$ cat config.mk
export PLATFORM = sky130hd
export DESIGN_NAME = bsl_cell
export DESIGN_NICKNAME = d
export VERILOG_FILES = /design/src/rtl/bounded_sequential_list_unit_defines.svh /design/src/rtl/bsl_pkg.sv /design/src/rtl/bsl_cell.sv
export SDC_FILE = /design/constraint.sdc
export NUM_CORES = 1
export LEC_CHECK = 0
export ABC_AREA = 1
export BUFFER_PORTS_ARGS = -buffer_cell sky130_fd_sc_hd__buf_2
export CORE_AREA = 4 4 197 199
export DETAILED_ROUTE_END_ITERATION = 10
export DIE_AREA = 0 0 201 203
export GPL_TIMING_DRIVEN = 0
export PLACE_DENSITY = 0.46
export SKIP_LAST_GASP = 1
export SLEW_MARGIN = 10
export SYNTH_ARGS = -nofsm -noshare
export SYNTH_HDL_FRONTEND = slang
export SYNTH_SLANG_ARGS = --single-unit
$ cat constraint.sdc
create_clock -name clk -period 10.74 [get_ports clk]
set_input_delay 1.074 -clock clk [delete_from_list [all_inputs] [get_ports clk]]
set_output_delay 1.074 -clock clk [all_outputs]
set_load 0.03 [all_outputs]
$ cat src/rtl/bounded_sequential_list_unit_defines.svh
// Assertion macros used by the bounded sequential list top level.
`ifndef BOUNDED_SEQUENTIAL_LIST_UNIT_DEFINES_SVH
`define BOUNDED_SEQUENTIAL_LIST_UNIT_DEFINES_SVH

// Same-cycle implication, checked on the rising clock edge outside reset.
`define BSL_ASSERT_NOW(label, clk, rst_n, ante, cons) \
	label: assert property (@(posedge clk) disable iff (!rst_n) (ante) |-> (cons)) \
		else $error("bounded sequential list: check failed");

// Next-cycle implication, checked on the rising clock edge outside reset.
`define BSL_ASSERT_NEXT(label, clk, rst_n, ante, cons) \
	label: assert property (@(posedge clk) disable iff (!rst_n) (ante) |=> (cons)) \
		else $error("bounded sequential list: check failed");

`endif

$ cat src/rtl/bsl_pkg.sv
// Package with the widths, command codes and cell control type of the list unit.
package bsl_pkg;

	localparam int unsigned CMD_W        = 3;
	localparam int unsigned KEY_W        = 32;
	localparam int unsigned PAY_PORT_W   = 64;
	localparam int unsigned POS_W        = 8;
	localparam int unsigned CNT_PORT_W   = 8;
	localparam int unsigned BSL_DEPTH     = 128;
	localparam int unsigned BSL_PAYLOAD_W = 64;
	// Cells whose selected entries are merged in one registered group.
	localparam int unsigned GATHER_GROUP = 32;

	typedef enum logic [CMD_W-1:0] {
		CMD_APPEND    = 3'd0,
		CMD_PREPEND   = 3'd1,
		CMD_SORTED    = 3'd2,
		CMD_REM_LAST  = 3'd3,
		CMD_REM_FIRST = 3'd4,
		CMD_REM_KEY   = 3'd5,
		CMD_READ_POS  = 3'd6,
		CMD_FIND_KEY  = 3'd7
	} cmd_t;

	// Control broadcast from the sequencer to every cell.
	typedef struct packed {
		cmd_t cmd;
		logic cmp; // capture the compare flags
		logic ins; // insert: open the gap and write the new entry
		logic rem; // remove: close the gap from the hit onwards
		logic sel; // read or find: present the first hit cell
	} cell_ctrl_t;

endpackage

$ cat src/rtl/bsl_cell.sv
// One list slot: stores an entry, compares it and shifts with its neighbours.
module bsl_cell import bsl_pkg::*; #(
	parameter int unsigned IDX = 0,
	parameter int unsigned CW  = $clog2(BSL_DEPTH + 1),
	parameter int unsigned PW  = BSL_PAYLOAD_W
) (
	input  logic                clk,
	input  logic                arst_n,
	input  cell_ctrl_t          ctrl,
	input  logic [CW-1:0]       count,
	input  logic [KEY_W-1:0]    key,
	input  logic [PW-1:0]       pay,
	input  logic [POS_W-1:0]    pos,
	input  logic                hit_in,
	output logic                hit_out,
	input  logic [KEY_W-1:0]    left_key,
	input  logic [PW-1:0]       left_pay,
	input  logic [KEY_W-1:0]    right_key,
	input  logic [PW-1:0]       right_pay,
	output logic [KEY_W-1:0]    key_q,
	output logic [PW-1:0]       pay_q,
	output logic [KEY_W-1:0]    sel_key,
	output logic [PW-1:0]       sel_pay
);

	localparam logic [CW-1:0] IDX_C = CW'(IDX);
	localparam int unsigned   POS_C = IDX + 1;

	logic valid_q, lt_q, eq_q, pos_q;
	logic stop, first;

	always_ff @(posedge clk or negedge arst_n) begin
		if (!arst_n) begin
			valid_q <= 1'b0;
			lt_q    <= 1'b0;
			eq_q    <= 1'b0;
			pos_q   <= 1'b0;
		end else if (ctrl.cmp) begin
			valid_q <= count > IDX_C;
			lt_q    <= $signed(key_q) < $signed(key);
			eq_q    <= key_q == key;
			pos_q   <= (POS_C < 256) && (pos == POS_W'(POS_C));
		end
	end

	// The first cell that stops the scan marks where the command acts.
	always_comb begin
		case (ctrl.cmd)
			CMD_APPEND:    stop = !valid_q;
			CMD_PREPEND:   stop = 1'b1;
			CMD_SORTED:    stop = !(valid_q && lt_q);
			CMD_REM_LAST:  stop = 1'b0;
			CMD_REM_FIRST: stop = valid_q;
			CMD_REM_KEY:   stop = valid_q && eq_q;
			CMD_READ_POS:  stop = valid_q && pos_q;
			CMD_FIND_KEY:  stop = valid_q && eq_q;
			default:       stop = 1'b0;
		endcase
	end

	assign hit_out = hit_in | stop;
	assign first   = stop & ~hit_in & ctrl.sel;
	assign sel_key = first ? key_q : '0;
	assign sel_pay = first ? pay_q : '0;

	always_ff @(posedge clk) begin
		if (ctrl.ins) begin
			if (hit_in) begin
				key_q <= left_key;
				pay_q <= left_pay;
			end else if (stop) begin
				key_q <= key;
				pay_q <= pay;
			end
		end else if (ctrl.rem && hit_out) begin
			key_q <= right_key;
			pay_q <= right_pay;
		end
	end

endmodule

After elaboration in Yosys (flattened, before gate mapping). Cells that the tools add are included.

Register bits after elaboration: 100. Latch bits: 0. Memory bits (writable): 0. Bits in read-only memories: 0. Input port bits: 314. Output and inout port bits: 193. Word-level logic and storage cells: 43. Memories kept: 0.

Add/subtract/negate cells: 0. $mul: 0. Div/mod/pow operators: 0. Order comparisons: 2. Eq/ne operators: 10. Shifts and indexed selects: 0. Muxes and demuxes: 11. Bitwise operators: 4. Reductions and logical operators: 10.

Operators by type and width (number): $mux 64 (5); $mux 32 (5); $eq 32x32->1 (1); $lt 32x32->1 (1); $eq 3x3->1 const B (4); $eq 8x1->1 const B (1); $gt 8x1->1 const B (1); $pmux 1 s7 (1); $eq 3x2->1 const B (2); $logic_and 1x1->1 (4); $eq 3x1->1 const B (1); $logic_not 3->1 (1); $ne 3x1->1 const B (1); $and 1x1->1 (2); $logic_not 1->1 (2); $reduce_and 2->1 (1); $reduce_bool 2->1 (1); $reduce_or 2->1 (1); $not 1->1 (1); $or 1x1->1 (1).

Logic depth before layout (Yosys ltp).
Depth after elaboration: 7. Mapped depth: 16. Gate-level depth less buffers: 16.

Worst setup path after synthesis. No wires, ideal clock.

Kind: input-to-reg. Start point: input port hit_in. End point: register key_q[0], enable pin. Library setup time: 0.551 ns. Arrival: 5.711 ns. Data required time: 10.189 ns. Setup slack: 4.477 ns. Stages: 5. Buffers on the path: 3. Cells stage by stage: buf_2 > buf_2 > clkbuf_1 > nor2_1 > nor2_1.

Word-level cells in the longest chain between the ends: 4. Elaborated cells on any way between the ends: 5. Those cells by class: eq/ne: 1; bitwise: 1; reduce/logical: 3.

Ends and longest elaborated chain: start: declaration (RTL line bsl_cell.sv:14) `input logic hit_in,`; $or 1x1->1 (RTL line bsl_cell.sv:61) `assign hit_out = hit_in | stop;`; $logic_and 1x1->1 (RTL line bsl_cell.sv:75) `end else if (ctrl.rem && hit_out) begin`; $reduce_bool 2->1 (no line); $reduce_and 2->1 (no line) (*); end signal: assignment (RTL line bsl_cell.sv:69) `key_q <= left_key;`; end signal: assignment (RTL line bsl_cell.sv:72) `key_q <= key;`; end signal: assignment (RTL line bsl_cell.sv:76) `key_q <= right_key;`; end: declaration (RTL line bsl_cell.sv:20) `output logic [KEY_W-1:0] key_q,`.

Every way passes the cells marked *; elsewhere a longest branch is shown, timed or not. A chain may end at the register's enable or synchronous reset.

Worst setup path after layout.
Start point: input port hit_in. End point: output port sel_pay[38].

Word-level cells in the longest chain between the ends: 4.

Ends and longest elaborated chain: $not 1->1 (RTL line bsl_cell.sv:62) `assign first = stop & ~hit_in & ctrl.sel;`; $and 1x1->1 (2 in a row) (RTL line bsl_cell.sv:62); $mux 64 (RTL line bsl_cell.sv:64) `assign sel_pay = first ? pay_q : '0;`; end: declaration (RTL line bsl_cell.sv:23) `output logic [PW-1:0] sel_pay`.

Every way passes these cells.

==> summary.md <==
| Metric | Value |
|---|---|
| Post-CTS Resized | `0` |
| Commonest non-fill, non-tap cell in the layout | `buf_2` |
| Grt ovf | `0` |
| Seq cells post-synth | `100` |
| Net Count, Synth | `1252` |
| Vias | `7893` |
| Post-route minimum period | `4.12 ns` |
| Wire length on met3 | `2380 µm` |
| Worst slew margin | `0.453` |
| Worst-Margin Slew | `0.819 ns` |
| Final-report max-slew violation count | `0` |
| CTS HTree Levels | `3` |
| Avg Inst Size Synth | `7.37 µm²` |
| Core Area | `approximately 37000 µm²` |
| DR top layer | `met5` |
| Routed len/inst | `18.1 µm` |
| Max Cap Viol | `0` |
| Setup Buffers After CTS | `0` |
| Fin Setup TNS | `0 ns` |
| Initial detailed-routing violation count | `roughly 360` |
| Nets | `1770` |
| Peak supply drop | `0.0806 mV` |
| Clk_skew | `about 0.0085 ns` |
| Area leader, netlist | `edfxtp_1` |
| # setup viols final | `0` |
| RD Place Congestion | `0.878` |
| Worst setup EP type | `output port` |
| Metal-1 WL | `14400 µm` |
| DRC | `0` |
| Hold EP | `eq_q` |
| Most frequent cells in the layout | `buf_2 (518), nor2_1 (206), o21ai_0 (182), nand2_1 (141), inv_1 (140)` |
| Startpoint Class | `input port` |
| Util after Layout | `0.273` |
| Crit path required time | `just under 10 ns` |
| Detailed Routing Iterations Pass 1 | `4` |
| Status | `finished clean` |
| Crit path DAT | `3.04 ns` |
| Yosys cell types | `28` |
| Post-Syn Instances | `906` |
| Top cells by area, synth | `edfxtp_1 (43%), o21ai_0 (14%), nor2_1 (12%), nand2_1 (7.9%), inv_1 (7.9%)` |
| Vias per cell | `4.15` |
| Pwr Density | `124 nW/µm²` |
| Chip height | `203 µm` |
| Final Hold Fails | `0` |
| HP Start | `eq_q` |
| Area grow syn2layout | `52.3%` |
| Hold_buf cts | `0` |
| Starting density of the core | `0.179` |
| Root Buffer | `clkbuf_16` |
| Synth Warn # | `0` |
| Crit-path max FO | `11` |
| Total global routing track utilization | `0.161` |
| Routed met2 length | `around 17000 µm` |
| Die area | `40800 µm²` |
| Routed wire length | `34500 µm` |
| Die width | `201 µm` |
| ANT nets after route | `0` |
| RR Endpoint | `pay_q[8]` |
| Netlist Area Pre-Place | `6680 µm²` |
| Initial antenna violation count | `6` |
| Achievable Freq | `243 MHz` |
| Clk Latency, worst-skew pair | `~0.37 ns` |
| Crit path from | `hit_in` |
| Worst min path class | `reg -> reg` |
| Largest net degree at the start of global routing | `29` |
| CTS Sinks | `100` |
| Worst-path clk slew | `0.08 ns` |
| Fin crit share | `0.383` |
| Vias in the first global route | `8249` |
| Post-DP HPWL | `28300 µm` |
| Ports | `507` |
| Clock Tree Buf Depth | `2` |
| Layout Cells excl Fill | `1904` |
| Static Leak | `5.48 nW` |
| Sequential share of the synthesized area | `0.447` |
| Hold path cells | `2` |
| CTS tree | `yes` |
| IO buf count | `504` |
| Origin of the critical flop-to-flop path | `valid_q` |
| Placed Instances | `1887` |
| WS Path Type | `in -> out` |
| RSZ-0062 raised after global routing | `no` |
| Worst Reg-to-Reg Cells | `7` |
| Post-synth top area share | `0.432` |
| Reg2Reg Setup Slack | `8.56 ns` |
| CTS Buf Count | `9` |
| Layout cells sized above 1 | `0.387` |
| First-pass GRT wire length | `about 50000 µm` |
| Row cnt | `71` |
-- state kept, by name, summed over array words and instances (netlist names) --
name	flops
lt_q	1
pay_q	64
pos_q	1
eq_q	1
key_q	32
valid_q	1
-- worst max-delay path by stage --
stage and endpoint:
2_1_floorplan key_q[0], 3_3_place_gp pay_q[34], 3_5_place_dp sel_pay[26], 4_1_cts sel_pay[26]
5_1_grt sel_pay[58], 6_report sel_pay[38]
-- cells by family (layout without fill, tap and decap cells) --
logic type,after synthesis,count (layout),share of synthesized area
AO/OA/AOI/OAI,215,215,0.163
adder cells (fa/ha/maj),32,32,0.0600
buffers and inverters,196,719,0.121
flip-flops,100,100,0.447
other,0,1,0
AND/OR/NAND/NOR,363,363,0.209
-- stage by stage --
step	worst slack, ns	total power [W]	instance area, µm²	hold WS, ns
final	6.62	0.00126	10200	0.493
after global routing	6.38	0.00133	10200	0.489
after CTS	6.50	0.00128	10200	0.477
after detailed placement	6.51	0.000912	9860	0.480
after global placement	0.718	0.000914	9790	0.465
after floorplan	4.48	0.000736	6680	0.444
-- where the power goes --
group	leakage (nW)	total [W]	internal (W)	switching, W
Clock	0.150	0.000364	0.000186	0.000178
Combinational	4.33	0.000385	0.000129	0.000257
Sequential	1.00	0.000513	0.000480	0.0000328
Total	5.48	0.00126	0.000794	0.000468
-- cells in the mapped netlist --
master,number
a21o_1,1
nand4_1,2
inv_2,3
nand2_1,141
buf_2,14
buf_1,1
o21ai_0,182
a21oi_1,14
edfxtp_1,96
nand3_2,1
clkinv_1,1
inv_1,140
dfrtp_1,4
nor4b_1,1
o31ai_1,1
a31oi_1,1
o21a_1,2
o21ai_1,14
clkbuf_1,26
nor3_1,3
buf_4,4
ha_1,32
clkbuf_2,2
nand3_1,5
nor4_1,2
nor2_1,207
and3_1,1
buf_6,5
-- layout make-up --
cell class                 instances  area, µm²
antenna                            1       2.50
buffer                            52        268
clock buffer                       9        225
clock inverter                     7       82.6
fill                            4175      27100
inverter                         144        541
multi-input combinational        610       2890
sequential                       100       2980
tap                              474        593
timing repair buffer             507       2580
-- layer usage --
metal | track usage | vias up
met2 | 0.284 | 340
met3 | 0.0428 | 43
met5 | 0 | -
li1 | - | 3941
met1 | 0.195 | 3561
met4 | 0.0425 | 8
-- critical path: stages --
cell     delay (ns)
buf_2          0.19
buf_2          0.26
inv_2          0.29
nand3_2        0.38
buf_6          0.31
buf_6          0.18
nor2_1         0.10
buf_2          0.21
Power figures use the tool's default switching activity.
